`config.mk`:
```
export PLATFORM = sky130hd
export DESIGN_NAME = spectrum_bar_pixel_renderer_flat
export DESIGN_NICKNAME = d
export VERILOG_FILES = /design/src/rtl/sbr_pkg.sv /design/src/rtl/sbr_ifs.sv /design/src/rtl/sbr_front.sv /design/src/rtl/sbr_queue.sv /design/src/rtl/sbr_divider.sv /design/src/rtl/sbr_back.sv /design/src/rtl/spectrum_bar_pixel_renderer.sv /design/src/flat_wrapper.sv
export SDC_FILE = /design/constraint.sdc
export NUM_CORES = 2
export LEC_CHECK = 0
export ABC_AREA = 1
export BUFFER_PORTS_ARGS = -buffer_cell sky130_fd_sc_hd__buf_2
export CELL_PAD_IN_SITES_DETAIL_PLACEMENT = 1
export CELL_PAD_IN_SITES_GLOBAL_PLACEMENT = 1
export CORE_ASPECT_RATIO = 1.1
export CORE_MARGIN = 2
export CORE_UTILIZATION = 35
export DETAILED_ROUTE_END_ITERATION = 12
export GPL_TIMING_DRIVEN = 0
export PLACE_DENSITY = 0.7
export SYNTH_ARGS = -nofsm -noshare
export SYNTH_HDL_FRONTEND = slang
export SYNTH_HIERARCHICAL = 1
export SYNTH_SLANG_ARGS = --single-unit
```
`constraint.sdc`:
```
create_clock -name clk -period 8.61 [get_ports clk]
set_input_delay 0.861 -clock clk [delete_from_list [all_inputs] [get_ports clk]]
set_output_delay 0.861 -clock clk [all_outputs]
set_load 0.02 [all_outputs]
```
`src/rtl/sbr_pkg.sv`:
```
// Shared types and constants of the spectrum bar pixel renderer.
// Holds the work item format, divider request, color endpoints and the gradient curve table.
// No dependencies; every other file imports this package.
`default_nettype none

package sbr_pkg;

  localparam int MAG_W     = 17;
  localparam int BAND_W    = 5;
  localparam int COORD_W   = 10;
  localparam int COLOR_W   = 8;
  localparam int CURVE_W   = 13;
  localparam int MAGIN_W   = 18;

  localparam logic [MAG_W-1:0]   MAG_ONE   = 17'd65536;
  localparam logic [CURVE_W-1:0] CURVE_ONE = 13'd4096;

  // Configuration register indexes.
  localparam int CFG_INDEX_W = 4;
  localparam int CFG_DATA_W  = 10;
  localparam logic [CFG_INDEX_W-1:0] REG_FRAME_WIDTH  = 4'd0;
  localparam logic [CFG_INDEX_W-1:0] REG_FRAME_HEIGHT = 4'd1;
  localparam logic [COORD_W-1:0]     FRAME_HEIGHT_RST = 10'd64;

  typedef enum logic {
    OP_WRITE  = 1'b0,
    OP_RENDER = 1'b1
  } op_t;

  typedef struct packed {
    op_t                op;
    logic [BAND_W-1:0]  band;
    logic [MAG_W-1:0]   mag;
    logic [COORD_W-1:0] vband;
    logic [COORD_W-1:0] row;
  } work_t;

  localparam int QUEUE_DEPTH = 2;

  // Gradient position divider: two quotient bits per cycle.
  localparam int DIV_NUM_W  = 24;
  localparam int DIV_DEN_W  = 11;
  localparam int DIV_QUOT_W = 14;
  localparam int DIV_STEPS  = 7;

  typedef struct packed {
    logic                  start;
    logic [DIV_NUM_W-1:0]  dividend;
    logic [DIV_DEN_W-1:0]  divisor;
  } div_req_t;

  localparam logic [COLOR_W-1:0] BG_RED   = 8'd25;
  localparam logic [COLOR_W-1:0] BG_GREEN = 8'd15;
  localparam logic [COLOR_W-1:0] BG_BLUE  = 8'd35;
  localparam logic [COLOR_W-1:0] RED_HI   = 8'd255;
  localparam logic [COLOR_W-1:0] RED_LO   = 8'd0;
  localparam logic [COLOR_W-1:0] GREEN_HI = 8'd0;
  localparam logic [COLOR_W-1:0] GREEN_LO = 8'd150;
  localparam logic [COLOR_W-1:0] BLUE_HI  = 8'd180;
  localparam logic [COLOR_W-1:0] BLUE_LO  = 8'd255;

  // 4096 * (idx/32)^0.7, rounded.
  function automatic logic [CURVE_W-1:0] pow_curve(input logic [5:0] idx);
    logic [CURVE_W-1:0] val;
    case (idx)
      6'd0:  val = 13'd0;
      6'd1:  val = 13'd362;
      6'd2:  val = 13'd588;
      6'd3:  val = 13'd781;
      6'd4:  val = 13'd955;
      6'd5:  val = 13'd1117;
      6'd6:  val = 13'd1269;
      6'd7:  val = 13'd1414;
      6'd8:  val = 13'd1552;
      6'd9:  val = 13'd1685;
      6'd10: val = 13'd1814;
      6'd11: val = 13'd1940;
      6'd12: val = 13'd2061;
      6'd13: val = 13'd2180;
      6'd14: val = 13'd2296;
      6'd15: val = 13'd2410;
      6'd16: val = 13'd2521;
      6'd17: val = 13'd2631;
      6'd18: val = 13'd2738;
      6'd19: val = 13'd2844;
      6'd20: val = 13'd2948;
      6'd21: val = 13'd3050;
      6'd22: val = 13'd3151;
      6'd23: val = 13'd3251;
      6'd24: val = 13'd3349;
      6'd25: val = 13'd3446;
      6'd26: val = 13'd3542;
      6'd27: val = 13'd3637;
      6'd28: val = 13'd3730;
      6'd29: val = 13'd3823;
      6'd30: val = 13'd3915;
      6'd31: val = 13'd4006;
      default: val = 13'd4096;
    endcase
    return val;
  endfunction

endpackage

`default_nettype wire

```
`src/rtl/sbr_ifs.sv`:
```
// Handshake channels of the spectrum bar pixel renderer: request, response and config write.
// Each carries valid, ready and its payload. Depends on sbr_pkg for field widths.
`default_nettype none

interface sbr_req_if;
  import sbr_pkg::*;
  logic                      valid;
  logic                      ready;
  logic                      cmd;
  logic [BAND_W-1:0]         band_number;
  logic signed [MAGIN_W-1:0] magnitude;
  logic [COORD_W-1:0]        column;
  logic [COORD_W-1:0]        row;
  modport source (output valid, cmd, band_number, magnitude, column, row, input ready);
  modport sink   (input valid, cmd, band_number, magnitude, column, row, output ready);
endinterface

interface sbr_rsp_if;
  import sbr_pkg::*;
  logic               valid;
  logic               ready;
  logic [COLOR_W-1:0] red;
  logic [COLOR_W-1:0] green;
  logic [COLOR_W-1:0] blue;
  logic               inside_bar;
  modport source (output valid, red, green, blue, inside_bar, input ready);
  modport sink   (input valid, red, green, blue, inside_bar, output ready);
endinterface

interface sbr_cfg_if;
  import sbr_pkg::*;
  logic                   valid;
  logic                   ready;
  logic [CFG_INDEX_W-1:0] index;
  logic [CFG_DATA_W-1:0]  data;
  modport source (output valid, index, data, input ready);
  modport sink   (input valid, index, data, output ready);
endinterface

`default_nettype wire

```
`src/rtl/sbr_front.sv`:
```
// Front end: accepts request items, clamps magnitudes and folds columns onto visual bands.
// Depends on sbr_pkg and sbr_ifs; feeds sbr_queue.
`default_nettype none

module sbr_front #(
  parameter int BAND_COUNT        = 32,
  parameter int VISUAL_BAND_COUNT = 128
) (
  sbr_req_if.sink        req,
  input  logic           space,
  output logic           push,
  output sbr_pkg::work_t item
);
  import sbr_pkg::*;

  logic signed [COORD_W+1:0] col_s;
  logic signed [COORD_W+1:0] mirror;
  logic signed [COORD_W+1:0] fold;
  logic [MAG_W-1:0]          mag_clamped;
  logic                      keep;

  assign req.ready = space;

  always_comb begin
    if (req.magnitude < 0) begin
      mag_clamped = '0;
    end else if (req.magnitude > $signed({1'b0, MAG_ONE})) begin
      mag_clamped = MAG_ONE;
    end else begin
      mag_clamped = req.magnitude[MAG_W-1:0];
    end
  end

  // The right half of the frame mirrors the left half.
  always_comb begin
    col_s  = $signed({2'b00, req.column});
    mirror = $signed((COORD_W+2)'(2 * VISUAL_BAND_COUNT - 1)) - col_s;
    fold   = (col_s < mirror) ? col_s : mirror;
  end

  always_comb begin
    item.op   = op_t'(req.cmd);
    item.band = req.band_number;
    item.mag  = mag_clamped;
    item.row  = req.row;
    if (fold < 0) begin
      item.vband = '0;
    end else if (fold > $signed((COORD_W+2)'(VISUAL_BAND_COUNT - 1))) begin
      item.vband = COORD_W'(VISUAL_BAND_COUNT - 1);
    end else begin
      item.vband = fold[COORD_W-1:0];
    end
  end

  // Writes to bands beyond the store are taken and dropped here.
  assign keep = (op_t'(req.cmd) == OP_RENDER) ||
                ({3'b000, req.band_number} < 8'(BAND_COUNT - 1) + 8'd1) ||
                (BAND_COUNT > 255);
  assign push = req.valid && space && keep;

endmodule

`default_nettype wire

```
`src/rtl/sbr_queue.sv`:
```
// Short queue of classified work items between the front end and the back end.
// Depends on sbr_pkg for the item type and depth.
`default_nettype none

module sbr_queue (
  input  logic           clk,
  input  logic           rst,
  input  logic           push,
  input  sbr_pkg::work_t push_item,
  output logic           space,
  input  logic           pop,
  output logic           avail,
  output sbr_pkg::work_t head
);
  import sbr_pkg::*;

  localparam int PW = (QUEUE_DEPTH > 1) ? $clog2(QUEUE_DEPTH) : 1;
  localparam int CW = $clog2(QUEUE_DEPTH + 1);

  work_t          slots [QUEUE_DEPTH];
  logic [PW-1:0]  wr_ptr;
  logic [PW-1:0]  rd_ptr;
  logic [CW-1:0]  count;

  assign space = (count != CW'(QUEUE_DEPTH));
  assign avail = (count != '0);
  assign head  = slots[rd_ptr];

  always_ff @(posedge clk) begin
    if (push) begin
      slots[wr_ptr] <= push_item;
    end
  end

  always_ff @(posedge clk) begin
    if (rst) begin
      wr_ptr <= '0;
      rd_ptr <= '0;
      count  <= '0;
    end else begin
      if (push) begin
        wr_ptr <= (wr_ptr == PW'(QUEUE_DEPTH - 1)) ? '0 : wr_ptr + PW'(1);
      end
      if (pop) begin
        rd_ptr <= (rd_ptr == PW'(QUEUE_DEPTH - 1)) ? '0 : rd_ptr + PW'(1);
      end
      if (push && !pop) begin
        count <= count + CW'(1);
      end else if (pop && !push) begin
        count <= count - CW'(1);
      end
    end
  end

  a_count_bounded: assert property (@(posedge clk) disable iff (rst)
    count <= CW'(QUEUE_DEPTH))
    else $error("queue count beyond depth");

  a_no_push_full: assert property (@(posedge clk) disable iff (rst)
    !(push && count == CW'(QUEUE_DEPTH)))
    else $error("item pushed into a full queue");

  a_no_pop_empty: assert property (@(posedge clk) disable iff (rst)
    pop |-> count != '0)
    else $error("item popped from an empty queue");

endmodule

`default_nettype wire

```
`src/rtl/sbr_divider.sv`:
```
// Restoring divider that forms the gradient position, two quotient bits per cycle.
// Depends on sbr_pkg for the request type and widths; used by sbr_back.
`default_nettype none

module sbr_divider (
  input  logic                                 clk,
  input  logic                                 rst,
  input  sbr_pkg::div_req_t                    req,
  output logic                                 busy,
  output logic [sbr_pkg::DIV_QUOT_W-1:0]       quotient
);
  import sbr_pkg::*;

  localparam int SC_W = $clog2(DIV_STEPS + 1);

  logic [DIV_DEN_W-1:0]  acc;
  logic [DIV_DEN_W-1:0]  den;
  logic [DIV_QUOT_W-1:0] shreg;
  logic [SC_W-1:0]       steps;

  logic [DIV_DEN_W:0]    trial1;
  logic [DIV_DEN_W:0]    trial2;
  logic                  ge1;
  logic                  ge2;
  logic [DIV_DEN_W-1:0]  acc1;
  logic [DIV_DEN_W-1:0]  acc2;

  // The low dividend bits shift out of shreg as quotient bits shift in.
  always_comb begin
    trial1 = {acc, shreg[DIV_QUOT_W-1]};
    ge1    = trial1 >= {1'b0, den};
    acc1   = ge1 ? DIV_DEN_W'(trial1 - {1'b0, den}) : trial1[DIV_DEN_W-1:0];
    trial2 = {acc1, shreg[DIV_QUOT_W-2]};
    ge2    = trial2 >= {1'b0, den};
    acc2   = ge2 ? DIV_DEN_W'(trial2 - {1'b0, den}) : trial2[DIV_DEN_W-1:0];
  end

  always_ff @(posedge clk) begin
    if (req.start) begin
      acc   <= DIV_DEN_W'(req.dividend[DIV_NUM_W-1:DIV_QUOT_W]);
      shreg <= req.dividend[DIV_QUOT_W-1:0];
      den   <= req.divisor;
    end else if (busy) begin
      acc   <= acc2;
      shreg <= {shreg[DIV_QUOT_W-3:0], ge1, ge2};
    end
  end

  always_ff @(posedge clk) begin
    if (rst) begin
      busy  <= 1'b0;
      steps <= '0;
    end else if (req.start) begin
      busy  <= 1'b1;
      steps <= SC_W'(DIV_STEPS);
    end else if (busy) begin
      steps <= steps - SC_W'(1);
      if (steps == SC_W'(1)) begin
        busy <= 1'b0;
      end
    end
  end

  assign quotient = shreg;

endmodule

`default_nettype wire

```
`src/rtl/sbr_back.sv`:
```
// Back end: band store, bar height, gradient position and color blending, one item at a time.
// Depends on sbr_pkg and sbr_ifs; drives sbr_divider and the response channel.
`default_nettype none

module sbr_back #(
  parameter int BAND_COUNT   = 32,
  parameter int INTERP_STEPS = 4
) (
  input  logic                             clk,
  input  logic                             rst,
  input  logic [sbr_pkg::COORD_W-1:0]      frame_height,
  input  logic                             q_avail,
  input  sbr_pkg::work_t                   q_item,
  output logic                             q_pop,
  output sbr_pkg::div_req_t                div_req,
  input  logic                             div_busy,
  input  logic [sbr_pkg::DIV_QUOT_W-1:0]   div_quot,
  sbr_rsp_if.source                        rsp
);
  import sbr_pkg::*;

  localparam int AW      = $clog2(BAND_COUNT);
  localparam int SW      = $clog2(INTERP_STEPS + 1);
  localparam int NUM_W   = MAG_W + SW;
  localparam int PROD_W  = NUM_W + COORD_W;
  localparam int RND_W   = PROD_W + 1;
  localparam int RECIP   = 65536 / INTERP_STEPS;
  localparam int HALF    = INTERP_STEPS * 32768;

  localparam logic [3:0] ST_IDLE  = 4'd0;
  localparam logic [3:0] ST_SPLIT = 4'd1;
  localparam logic [3:0] ST_READ  = 4'd2;
  localparam logic [3:0] ST_MIX   = 4'd3;
  localparam logic [3:0] ST_SCALE = 4'd4;
  localparam logic [3:0] ST_BAR   = 4'd5;
  localparam logic [3:0] ST_TEST  = 4'd6;
  localparam logic [3:0] ST_DIV   = 4'd7;
  localparam logic [3:0] ST_EMIT  = 4'd8;

  // Quotient by INTERP_STEPS through the reciprocal; one correction covers the truncation.
  function automatic logic [COORD_W-1:0] steps_quot(input logic [15:0] val);
    logic [32:0]          scaled;
    logic [COORD_W-1:0]   q;
    logic [15:0]          left;
    scaled = 33'(val) * 33'(RECIP);
    q      = scaled[16+COORD_W-1:16];
    left   = val - 16'(q * INTERP_STEPS);
    if (left >= 16'(INTERP_STEPS)) begin
      q = q + COORD_W'(1);
    end
    return q;
  endfunction

  logic [3:0]           state;
  logic [3:0]           state_next;

  logic [MAG_W-1:0]     band_mem [BAND_COUNT];
  logic [BAND_COUNT-1:0] band_ok;

  logic [COORD_W-1:0]   vband;
  logic [COORD_W-1:0]   row;
  logic [AW-1:0]        addr1;
  logic [AW-1:0]        addr2;
  logic [SW-1:0]        step;
  logic [MAG_W-1:0]     m1_raw;
  logic [MAG_W-1:0]     m2_raw;
  logic                 m1_ok;
  logic                 m2_ok;
  logic [NUM_W-1:0]     num;
  logic [PROD_W-1:0]    prod;
  logic [COORD_W-1:0]   bar;
  logic [CURVE_W-1:0]   curve;
  logic                 background;

  logic                 out_valid;
  logic [COLOR_W-1:0]   out_red;
  logic [COLOR_W-1:0]   out_green;
  logic [COLOR_W-1:0]   out_blue;
  logic                 out_inside;
  logic                 out_free;

  // Combinational values of the individual steps.
  logic [COORD_W-1:0]   split_q;
  logic [COORD_W-1:0]   split_b;
  logic [COORD_W-1:0]   split_s;
  logic                 has_next;
  logic [MAG_W-1:0]     m1;
  logic [MAG_W-1:0]     m2;
  logic [RND_W-1:0]     rounded;
  logic [COORD_W-1:0]   bar_q;
  logic [COORD_W-1:0]   top_rows;
  logic signed [COORD_W:0] rem;
  logic [COORD_W-1:0]   safe_bar;
  logic [DIV_QUOT_W-1:0] n_sat;
  logic [CURVE_W-1:0]   n;
  logic [CURVE_W-1:0]   t0;
  logic [CURVE_W-1:0]   t1;
  logic [CURVE_W+6:0]   frac_prod;
  logic [CURVE_W-1:0]   curve_new;
  logic [CURVE_W-1:0]   curve_inv;
  logic [20:0]          red_sum;
  logic [20:0]          green_sum;
  logic [20:0]          blue_sum;

  assign q_pop    = (state == ST_IDLE) && q_avail;
  assign out_free = !out_valid || rsp.ready;

  always_comb begin
    split_q  = steps_quot({6'b0, vband});
    split_s  = vband - COORD_W'(split_q * INTERP_STEPS);
    split_b  = (split_q > COORD_W'(BAND_COUNT - 1)) ? COORD_W'(BAND_COUNT - 1) : split_q;
    has_next = (split_s != '0) && (split_b < COORD_W'(BAND_COUNT - 1));
  end

  assign m1 = m1_ok ? m1_raw : '0;
  assign m2 = m2_ok ? m2_raw : '0;

  always_comb begin
    rounded = {1'b0, prod} + RND_W'(HALF);
    bar_q   = steps_quot(16'(rounded >> 16));
  end

  always_comb begin
    top_rows = frame_height - bar;
    rem      = $signed({1'b0, frame_height}) - $signed({1'b0, row});
    safe_bar = (bar == '0) ? COORD_W'(1) : bar;
  end

  always_comb begin
    div_req.start    = (state == ST_TEST) && !(row < top_rows) && (rem > 0);
    div_req.dividend = {1'b0, rem[COORD_W-1:0], 13'b0} + DIV_NUM_W'(safe_bar);
    div_req.divisor  = {safe_bar, 1'b0};
  end

  // Power curve by linear interpolation between table points.
  always_comb begin
    n_sat     = (div_quot > DIV_QUOT_W'(CURVE_ONE)) ? DIV_QUOT_W'(CURVE_ONE) : div_quot;
    n         = n_sat[CURVE_W-1:0];
    t0        = pow_curve(n[CURVE_W-1:7]);
    t1        = pow_curve(n[CURVE_W-1:7] + 6'd1);
    frac_prod = (CURVE_W+7)'(t1 - t0) * (CURVE_W+7)'(n[6:0]) + (CURVE_W+7)'(64);
    if (n[CURVE_W-1]) begin
      curve_new = CURVE_ONE;
    end else begin
      curve_new = t0 + CURVE_W'(frac_prod >> 7);
    end
  end

  always_comb begin
    curve_inv = CURVE_ONE - curve;
    red_sum   = 21'(RED_HI) * 21'(curve) + 21'(RED_LO) * 21'(curve_inv) + 21'd2048;
    green_sum = 21'(GREEN_HI) * 21'(curve) + 21'(GREEN_LO) * 21'(curve_inv) + 21'd2048;
    blue_sum  = 21'(BLUE_HI) * 21'(curve) + 21'(BLUE_LO) * 21'(curve_inv) + 21'd2048;
  end

  always_comb begin
    state_next = state;
    case (state)
      ST_IDLE: begin
        if (q_avail && q_item.op == OP_RENDER) begin
          state_next = ST_SPLIT;
        end
      end
      ST_SPLIT: state_next = ST_READ;
      ST_READ:  state_next = ST_MIX;
      ST_MIX:   state_next = ST_SCALE;
      ST_SCALE: state_next = ST_BAR;
      ST_BAR:   state_next = ST_TEST;
      ST_TEST:  state_next = div_req.start ? ST_DIV : ST_EMIT;
      ST_DIV: begin
        if (!div_busy) begin
          state_next = ST_EMIT;
        end
      end
      ST_EMIT: begin
        if (out_free) begin
          state_next = ST_IDLE;
        end
      end
      default: state_next = ST_IDLE;
    endcase
  end

  always_ff @(posedge clk) begin
    if (rst) begin
      state <= ST_IDLE;
    end else begin
      state <= state_next;
    end
  end

  // Band store; entries never written since reset read as zero.
  always_ff @(posedge clk) begin
    if (q_pop && q_item.op == OP_WRITE) begin
      band_mem[AW'(q_item.band)] <= q_item.mag;
    end
    m1_raw <= band_mem[addr1];
    m2_raw <= band_mem[addr2];
    m1_ok  <= band_ok[addr1];
    m2_ok  <= band_ok[addr2];
  end

  always_ff @(posedge clk) begin
    if (rst) begin
      band_ok <= '0;
    end else if (q_pop && q_item.op == OP_WRITE) begin
      band_ok[AW'(q_item.band)] <= 1'b1;
    end
  end

  always_ff @(posedge clk) begin
    if (q_pop) begin
      vband <= q_item.vband;
      row   <= q_item.row;
    end
    if (state == ST_SPLIT) begin
      addr1 <= AW'(split_b);
      addr2 <= has_next ? AW'(split_b + COORD_W'(1)) : AW'(split_b);
      step  <= SW'(split_s);
    end
    if (state == ST_MIX) begin
      num <= NUM_W'(m1) * NUM_W'(SW'(INTERP_STEPS) - step) + NUM_W'(m2) * NUM_W'(step);
    end
    if (state == ST_SCALE) begin
      prod <= PROD_W'(num) * PROD_W'(frame_height);
    end
    if (state == ST_BAR) begin
      bar <= (bar_q > frame_height) ? frame_height : bar_q;
    end
    if (state == ST_TEST) begin
      background <= (row < top_rows);
      curve      <= '0;
    end
    if (state == ST_DIV && !div_busy) begin
      curve <= curve_new;
    end
  end

  always_ff @(posedge clk) begin
    if (rst) begin
      out_valid <= 1'b0;
    end else if (state == ST_EMIT && out_free) begin
      out_valid <= 1'b1;
    end else if (rsp.ready) begin
      out_valid <= 1'b0;
    end
  end

  always_ff @(posedge clk) begin
    if (state == ST_EMIT && out_free) begin
      if (background) begin
        out_red    <= BG_RED;
        out_green  <= BG_GREEN;
        out_blue   <= BG_BLUE;
        out_inside <= 1'b0;
      end else begin
        out_red    <= red_sum[19:12];
        out_green  <= green_sum[19:12];
        out_blue   <= blue_sum[19:12];
        out_inside <= 1'b1;
      end
    end
  end

  assign rsp.valid      = out_valid;
  assign rsp.red        = out_red;
  assign rsp.green      = out_green;
  assign rsp.blue       = out_blue;
  assign rsp.inside_bar = out_inside;

  a_bar_bounded: assert property (@(posedge clk) disable iff (rst)
    state == ST_TEST |-> bar <= frame_height)
    else $error("bar height exceeds frame height");

  a_div_started: assert property (@(posedge clk) disable iff (rst)
    (state == ST_TEST && div_req.start) |=> (state == ST_DIV && div_busy))
    else $error("divider not running after start");

  a_curve_range: assert property (@(posedge clk) disable iff (rst)
    (state == ST_EMIT && !background) |-> curve <= CURVE_ONE)
    else $error("curve value out of range");

  a_emit_loads: assert property (@(posedge clk) disable iff (rst)
    (state == ST_EMIT && out_free) |=> (out_valid && state == ST_IDLE))
    else $error("result not loaded into output register");

endmodule

`default_nettype wire

```
`src/rtl/spectrum_bar_pixel_renderer.sv`:
```
// Top level of the spectrum bar pixel renderer: config registers and the front/queue/back chain.
// Depends on sbr_pkg, sbr_ifs, sbr_front, sbr_queue, sbr_divider and sbr_back.
//
// Band writes (cmd 0) update a store of BAND_COUNT magnitudes and give no response; pixel
// requests (cmd 1) give one response with the pixel color and an inside-bar flag. Requests
// are accepted into a two-entry queue whenever it has room, so a waiting response does not
// block new requests until the queue fills. The back end handles one item at a time: a band
// write is stored as it is taken from the queue, and a pixel inside the bar passes the band
// lookup, bar height and blending steps and the two-bit-per-cycle divider (seven steps, then
// the result is taken) that finds the pixel's place in the bar gradient. A background pixel,
// or one at or below the frame bottom, skips the divider. A response that is not taken holds
// the back end in its last step. The band store clears at once on reset through one valid
// flag per band, so no clearing pass is needed. frame_height sets the full bar height;
// frame_width is accepted but has no effect on a single pixel. Configuration writes are
// always taken.
`default_nettype none

module spectrum_bar_pixel_renderer #(
  parameter int BAND_COUNT        = 32,
  parameter int INTERP_STEPS      = 4,
  parameter int VISUAL_BAND_COUNT = 128
) (
  input  logic        clk,
  input  logic        rst,
  sbr_cfg_if.sink     cfg,
  sbr_req_if.sink     req,
  sbr_rsp_if.source   rsp
);
  import sbr_pkg::*;

  logic [COORD_W-1:0]           frame_height;
  logic                         push;
  work_t                        push_item;
  logic                         space;
  logic                         pop;
  logic                         avail;
  work_t                        head;
  div_req_t                     div_req;
  logic                         div_busy;
  logic [DIV_QUOT_W-1:0]        div_quot;

  assign cfg.ready = 1'b1;

  always_ff @(posedge clk) begin
    if (rst) begin
      frame_height <= FRAME_HEIGHT_RST;
    end else if (cfg.valid) begin
      case (cfg.index)
        REG_FRAME_HEIGHT: frame_height <= cfg.data;
        REG_FRAME_WIDTH:  ;
        default:          ;
      endcase
    end
  end

  sbr_front #(
    .BAND_COUNT        (BAND_COUNT),
    .VISUAL_BAND_COUNT (VISUAL_BAND_COUNT)
  ) u_front (
    .req   (req),
    .space (space),
    .push  (push),
    .item  (push_item)
  );

  sbr_queue u_queue (
    .clk       (clk),
    .rst       (rst),
    .push      (push),
    .push_item (push_item),
    .space     (space),
    .pop       (pop),
    .avail     (avail),
    .head      (head)
  );

  sbr_divider u_divider (
    .clk      (clk),
    .rst      (rst),
    .req      (div_req),
    .busy     (div_busy),
    .quotient (div_quot)
  );

  sbr_back #(
    .BAND_COUNT   (BAND_COUNT),
    .INTERP_STEPS (INTERP_STEPS)
  ) u_back (
    .clk          (clk),
    .rst          (rst),
    .frame_height (frame_height),
    .q_avail      (avail),
    .q_item       (head),
    .q_pop        (pop),
    .div_req      (div_req),
    .div_busy     (div_busy),
    .div_quot     (div_quot),
    .rsp          (rsp)
  );

endmodule

`default_nettype wire
```
`src/flat_wrapper.sv`:
```
// flat-port wrapper written by rule: the top's interface ports become plain ports
module spectrum_bar_pixel_renderer_flat import sbr_pkg::*;
#(
  parameter int BAND_COUNT        = 32,
  parameter int INTERP_STEPS      = 4,
  parameter int VISUAL_BAND_COUNT = 128
)
  (clk, rst, cfg_valid, cfg_index, cfg_data, cfg_ready, req_valid, req_cmd, req_band_number, req_magnitude, req_column, req_row, req_ready, rsp_valid, rsp_red, rsp_green, rsp_blue, rsp_inside_bar, rsp_ready);
  sbr_cfg_if cfg_i ();
  sbr_req_if req_i ();
  sbr_rsp_if rsp_i ();
  input  logic clk;
  input  logic rst;
  input wire logic [$bits(cfg_i.valid)-1:0] cfg_valid;
  input wire logic [$bits(cfg_i.index)-1:0] cfg_index;
  input wire logic [$bits(cfg_i.data)-1:0] cfg_data;
  output wire logic [$bits(cfg_i.ready)-1:0] cfg_ready;
  input wire logic [$bits(req_i.valid)-1:0] req_valid;
  input wire logic [$bits(req_i.cmd)-1:0] req_cmd;
  input wire logic [$bits(req_i.band_number)-1:0] req_band_number;
  input wire logic [$bits(req_i.magnitude)-1:0] req_magnitude;
  input wire logic [$bits(req_i.column)-1:0] req_column;
  input wire logic [$bits(req_i.row)-1:0] req_row;
  output wire logic [$bits(req_i.ready)-1:0] req_ready;
  output wire logic [$bits(rsp_i.valid)-1:0] rsp_valid;
  output wire logic [$bits(rsp_i.red)-1:0] rsp_red;
  output wire logic [$bits(rsp_i.green)-1:0] rsp_green;
  output wire logic [$bits(rsp_i.blue)-1:0] rsp_blue;
  output wire logic [$bits(rsp_i.inside_bar)-1:0] rsp_inside_bar;
  input wire logic [$bits(rsp_i.ready)-1:0] rsp_ready;
  assign cfg_i.valid = cfg_valid;
  assign cfg_i.index = cfg_index;
  assign cfg_i.data = cfg_data;
  assign cfg_ready = cfg_i.ready;
  assign req_i.valid = req_valid;
  assign req_i.cmd = req_cmd;
  assign req_i.band_number = req_band_number;
  assign req_i.magnitude = req_magnitude;
  assign req_i.column = req_column;
  assign req_i.row = req_row;
  assign req_ready = req_i.ready;
  assign rsp_valid = rsp_i.valid;
  assign rsp_red = rsp_i.red;
  assign rsp_green = rsp_i.green;
  assign rsp_blue = rsp_i.blue;
  assign rsp_inside_bar = rsp_i.inside_bar;
  assign rsp_i.ready = rsp_ready;
  spectrum_bar_pixel_renderer #(.BAND_COUNT(BAND_COUNT), .INTERP_STEPS(INTERP_STEPS), .VISUAL_BAND_COUNT(VISUAL_BAND_COUNT)) u_core (.clk(clk), .rst(rst), .cfg(cfg_i), .req(req_i), .rsp(rsp_i));
endmodule
```
==> Word level (Yosys, flattened, before mapping) <==
Memory sizes are Yosys's and may differ from the RTL's. A register that Yosys moved wholly into a read port is not among the register bits.
Cells that the tools add are included.
{ "totals": {"ff_bits": 224, "mem_bits_rw": 630, "romBits": 768, "in_bits": 63, "output_inout_bits": 28, "wordCells": 187, "mem_count": 4} }
{ "mem_list": {"columns": ["name", "depth", "word_bits", "rd", "rd_ports_with_merged_regs", "write_ports", "line", "rtl"], "rows": [
  ["u_core.u_back.band_mem", 32, 17, 2, 2, 1, "sbr_back.sv:57", "logic [MAG_W-1:0] band_mem [BAND_COUNT];"],
  ["(name not given)", 32, 12, 1, 0, 0, "sbr_pkg.sv:65", "case (idx)"],
  ["(name not given)", 32, 12, 1, 0, 0, "sbr_pkg.sv:65", null],
  ["u_core.u_queue.slots", 2, 43, 1, 1, 1, "sbr_queue.sv:20", "work_t slots [QUEUE_DEPTH];"]
]} }
{ "classes": {"add_sub_neg": 29, "mul": 8, "magnitude_cmp": 19, "n_eq_ne": 14, "mux": 54, "bitwise_logic": 2, "reduce_logical": 28} }
{ "ops": {"columns": ["op", "count"], "rows": [
  ["two-way mux 13 bit", 6],
  ["two-way mux 10 bit", 7],
  ["two-way mux 17 bit", 4],
  ["adder 20 x 12 -> 20 bit (second input constant)", 3],
  ["adder 20 bit", 2],
  ["multiplier 8 x 13 -> 20 bit (first input constant)", 2],
  ["case mux 4 bit (9 select lines)", 1],
  ["greater-or-equal comparator 16 x 3 -> 1 bit (second input constant)", 2],
  ["bitwise OR 32 bit", 1],
  ["adder 30 x 18 -> 31 bit (second input constant)", 1],
  ["multiplier 20 x 10 -> 30 bit", 1],
  ["two-way mux 14 bit", 2],
  ["adder 23 x 10 -> 24 bit", 1],
  ["greater-or-equal comparator 12 x 11 -> 1 bit", 2],
  ["two-way mux 11 bit", 2],
  ["subtractor 10 x 10 -> 11 bit", 2],
  ["subtractor 11 bit", 2],
  ["adder 20 x 7 -> 20 bit (second input constant)", 1],
  ["multiplier 14 x 8 -> 20 bit", 1],
  ["multiplier 17 x 3 -> 20 bit", 1],
  ["multiplier 18 x 4 -> 20 bit", 1],
  ["subtractor 10 bit", 2],
  ["multiplier 7 x 13 -> 19 bit (first input constant)", 1],
  ["> comparator 18 bit (second input constant)", 1],
  ["53 further kinds", 105]
]} }

==> Logic depth before layout (Yosys ltp) <==
An unclocked memory read counts as a cell.
{ "depth": {"word_depth": 11, "depth_mapped": 62, "depth_no_buf": 61} }

==> Hierarchy <==
The synthesis kept the hierarchy.
{ "by_module_without_submodules": {"columns": ["module", "n_inst", "cells_per_inst", "area_each_um2", "seq_area_each_um2"], "rows": [
  ["sbr_back", 1, 6557, 58397.3, 21220.4],
  ["sbr_queue", 1, 167, 3534.6, 2682.6],
  ["sbr_divider", 1, 426, 3224.3, 1151.1],
  ["sbr_front", 1, 129, 655.6, 0.0],
  ["spectrum_bar_pixel_renderer", 1, 71, 509.2, 200.2]
]} }

==> Worst setup path after synthesis <==
No wires, ideal clock.
{ "synth_path": {"kind": "register -> register", "from": "reg u_core.u_divider.shreg[10] (netlist: u_core/u_divider/quotient[10])", "to": "reg u_core.u_back.curve[12] (data pin)", "setup_ns": 0.249, "arrival_ns": 8.883, "t_required_ns": 8.361, "slack_ns": -0.522, "stages_incl_launch_ff": 54, "n_path_buf": 1, "period_less_slack_ns": 9.132, "cell_sequence": "edfxtp_1 -> nor2_1 -> nand2_1 -> nor2_1 -> nand2_1 -> nand2_4 -> nand2_1 -> inv_1 -> ha_1 -> inv_1 -> ha_1 -> clkbuf_1 -> nand2_1 -> o211ai_1 -> nand3_1 -> a21oi_1 -> ha_1 -> a21oi_1 -> [18 not listed] -> a21oi_1 -> o21ai_0 -> a21oi_1 -> xnor2_1 -> ha_1 -> nand2_1 -> nor2_1 -> nand3_1 -> nand3_1 -> nor2_1 -> nor2_1 -> inv_1 -> nand2_1 -> nand2_1 -> nand2_1 -> nand3_1 -> nand2_1 -> inv_1"} }
{ "synth_via": {"elab_chain_cells": 11, "word_cells_on_any_way": 13, "classes_between": "add/sub: 4; mul: 1; order compare: 1; mux: 5; memory: 2"} }
{ "synth_lines": {"columns": ["item", "line", "rtl"], "rows": [
  ["start: declaration", "sbr_divider.sv:18", "logic [DIV_QUOT_W-1:0] shreg;"],
  ["start signal: assignment", "sbr_divider.sv:41", "shreg <= req.dividend[DIV_QUOT_W-1:0];"],
  ["start signal: assignment", "sbr_divider.sv:45", "shreg <= {shreg[DIV_QUOT_W-3:0], ge1, ge2};"],
  ["> comparator 14 x 13 -> 1 bit", "sbr_back.sv:137", "n_sat = (div_quot > DIV_QUOT_W'(CURVE_ONE)) ? DIV_QUOT_W'(CURVE_ONE) : div_quot;"],
  ["two-way mux 13 bit (*)", "sbr_back.sv:137", null],
  ["adder 6 x 1 -> 6 bit", "sbr_back.sv:140", "t1 = pow_curve(n[CURVE_W-1:7] + 6'd1);"],
  ["memory (32 x 12 bit)", null, null],
  ["two-way mux 13 bit", "sbr_pkg.sv:65", null],
  ["subtractor 13 x 13 -> 14 bit", "sbr_back.sv:141", "frac_prod = (CURVE_W+7)'(t1 - t0) * (CURVE_W+7)'(n[6:0]) + (CURVE_W+7)'(64);"],
  ["multiplier 14 x 8 -> 20 bit", "sbr_back.sv:141", null],
  ["adder 20 x 7 -> 20 bit", "sbr_back.sv:141", null],
  ["adder 13 bit", "sbr_back.sv:145", "curve_new = t0 + CURVE_W'(frac_prod >> 7);"],
  ["two-way mux 13 bit (*)", "sbr_back.sv:142", "if (n[CURVE_W-1]) begin"],
  ["two-way mux 13 bit (*)", "sbr_back.sv:234", "if (state == ST_DIV && !div_busy) begin"],
  ["end signal: assignment", "sbr_back.sv:235", "curve <= curve_new;"],
  ["end: declaration", "sbr_back.sv:72", "logic [CURVE_W-1:0] curve;"]
]} }
Every way passes the cells marked *; elsewhere a longest branch is shown, timed or not.
A chain may end at the register's enable or synchronous reset.

==> Worst setup path in the final report <==
Ends and elaborated chain as after synthesis.

==> run metrics <==
unrepaired setup endpoints after global routing=true; largest area contributor in the netlist=edfxtp_1; final core occ=40.7%; Die W=419 µm; Avg Inst Size Synth=9.02 µm²; first-pass GRT wire length=439,000 µm; initial cell density of the core=35.2%; GRT Overall Usage=32.0%; post-synthesis mux area share=0.973%; Tmin final=9.02 ns; Final Setup Violations=3; cells after synthesis=7,350; most common cell after layout, fill and taps aside=inv_1; clock root cell=clkbuf_16; Layout Skew=0.0831 ns; hpwl dp=232,000 µm; Simple-Gate Fraction of Synth Area=14.9%; max-slew violation count=134; setup TNS=-0.568 ns; Static Leak=32.4 nW; WHS=0.241 ns; drt drc=0; CTS buffer count=101; Vias/cell=5.75; routing usage on met1=37.5%; cell mode on critical path=nand2_2; site row count=167; largest net degree at the start of global routing=39; post-route ant nets=0; routed len/inst=30.4 µm; Synth Area in Adders=22.0%; Die H=461 µm; Final period util=105%; global route overflow=0; power density cells=238 nW/µm²; placed insts=10,019; Setup WS post-layout=-0.410 ns; via count=59,290; clk_lat worst skew=0.81 ns; Worst EP arrival=9.52 ns; port bufs=73; Slew @ Worst Pin=1.67 ns; VDD IR max=0.000192 V; commonest non-fill, non-tap cells in the layout=inv_1, nor2_1, nand2_1; failing checks=max-capacitance violations, max-slew violations, negative setup slack; drt total wl=313,000 µm; slowest stage cell, crit path=fa_1; xor/xnor share of the synthesized area=1.96%; number of H-tree levels=3; Compound-Gate Fraction of Synth Area=12.9%; GR peak layer=met2; Reg clk slew, reported paths=0.06 ns; IO Pins=91; met3 Use GR=6.74%; outcome=complete, but fails checks; Hold Crit Class=in -> reg; max_cap viols=17; worst-path fanout max=7; starting DRC count in detailed routing=5,992; RD Place Congestion=1.07; CP Capture Type=flop; pre-CTS setup slack=-2.54 ns; CP max stage delay=0.54 ns; total chip power=18.2 mW; FILL cells=21,596; register area share after synthesis=38.1%; Layout Cells excl Fill=10,313; path type of the worst setup path=reg -> reg; CTS max path bufs=3; Slew HR=-11.3%; share of the synthesized area in the top cell type=35.3%; fraction of registers with async set/reset=0%; vias in the first global route=61,356; Ys Warns=6; Fin. Hold Viols=0; CP startpoint kind=flop; Clock Sinks=872; Cell Area, Synth=66,300 µm²; placed cell areas=71,000 µm²; largest family of logic cells by synthesized area=adder cells; FF+latch count, synth=872; top post-synthesis cells by area=edfxtp_1, fa_1, ha_1; Primary FF master, synth=edfxtp_1; antenna violations before repair=32; Post-synth EDFFs=779; Die Area=193,000 µm²; maximum clock frequency=111 MHz; area grow syn2layout=15.4%; CORE AREA=188,000 µm²; post-route cell area=76,500 µm²; iteration count of the initial detailed-routing pass=6; met2 usage=51.6%; fraction of layout cells with a size suffix above 1=10.0%; CTS tree=built; Worst Path Required=9.11 ns; Nets=8,639; Synth cell types=66
==> kinds of logic after synthesis <==
| kind of cell | count (synthesis) |
|---|---|
| other cells | 4 |
| fa+ha+maj | 900 |
| compound gates | 1439 |
| mux | 44 |
| flops | 872 |
| simple gates | 2411 |
| buf+inv | 1534 |
| xor+xnor | 146 |
==> Yosys cell counts (18+ instances only) <==
library cell / instances
a21oi_1: 268
a31oi_1: 52
a32oi_1: 32
buf_4: 37
clkbuf_1: 306
dfxtp_1: 93
edfxtp_1: 779
fa_1: 444
ha_1: 456
inv_1: 1126
mux2_4: 40
nand2_1: 949
nand3_1: 227
nand4_1: 55
nor2_1: 1029
nor3_1: 67
o211ai_1: 27
o21ai_0: 698
o21bai_1: 18
o221ai_1: 209
o22ai_1: 47
or2_2: 18
xnor2_1: 58
xor2_1: 87
==> flip-flops by register name, summed over array words and instances, names as in the netlist, 8 cells and up, named ones only <==
register and count:
u_core/u_back/curve 13, u_core/u_divider/den 11, u_core/u_back/num 20, u_core/u_back/band_ok 32, u_core/frame_height 10, u_core/u_back/band_mem 544
u_core/u_back/bar 10, u_core/u_queue/slots 86, u_core/u_divider/acc 11, u_core/u_back/m1_raw 17, u_core/u_divider/quotient 14, u_core/u_back/prod 13
u_core/u_back/vband 10, u_core/u_back/rsp.green 8, u_core/u_back/row 10, u_core/u_back/m2_raw 17, u_core/u_back/rsp.red 8, u_core/u_back/rsp.blue 8
==> critical path: cells and delay by family, from the launching register on <==
kind	cells	cell delay [ns]
fa+ha+maj	10	3.55
simple gates	25	2.32
compound gates	7	0.97
buf+inv	12	0.95
flops	1	0.50
xor+xnor	2	0.50
==> path summary, 6_finish.rpt <==
kind,startpoint,end,slack [ns],depth (start not counted)
hold / removal,req_band_number[3],u_core/u_queue/slots[0][40]$_DFFE_PP_,0.24,1
setup reg to reg,u_core/u_divider/quotient[10]$_DFFE_PP_,u_core/u_back/curve[12]$_SDFFCE_PN0P_,-0.41,56
setup / recovery,u_core/u_divider/quotient[10]$_DFFE_PP_,u_core/u_back/curve[12]$_SDFFCE_PN0P_,-0.41,56
hold reg to reg,u_core/u_back/band_ok[2]$_SDFFE_PP0P_,u_core/u_back/band_ok[2]$_SDFFE_PP0P_,0.48,2
==> per-layer routing <==
| metal | share of wire [%] | wire, µm |
|---|---|---|
| met1 | 37 | 116000 |
| met4 | 9.1 | 28400 |
| met3 | 8.5 | 26700 |
| met2 | 45 | 142000 |
| met5 | 0.077 | 241 |
==> power by group <==
part / internal, mW / switching (mW)
Combinational: 2.11 / 5.91
Clock: 2.65 / 2.03
Sequential: 5.30 / 0.195
Total: 10.1 / 8.13
==> area by class of cell <==
class / instances / area, µm² / share of cell area, %
clock inverters: 68 / 883 / 1.15
plain buffers: 379 / 1760 / 2.30
flip-flops and latches: 872 / 25300 / 33.0
well taps: 2535 / 3170 / 4.14
clock buffers: 122 / 2690 / 3.51
diodes: 15 / 37.5 / 0.0490
inverters: 1155 / 4390 / 5.73
multi-input cells: 4969 / 36500 / 47.7
repair buffers: 198 / 1860 / 2.43
==> what timing repair did <==
item	4_1_cts	5_1_grt
setup endpoints to repair	13	10
pin swaps	66	96
hold buffers	0	0
setup buffers	59	29
cloned	2	0
gates resized for setup	188	117
Power figures use the tool's default switching activity.
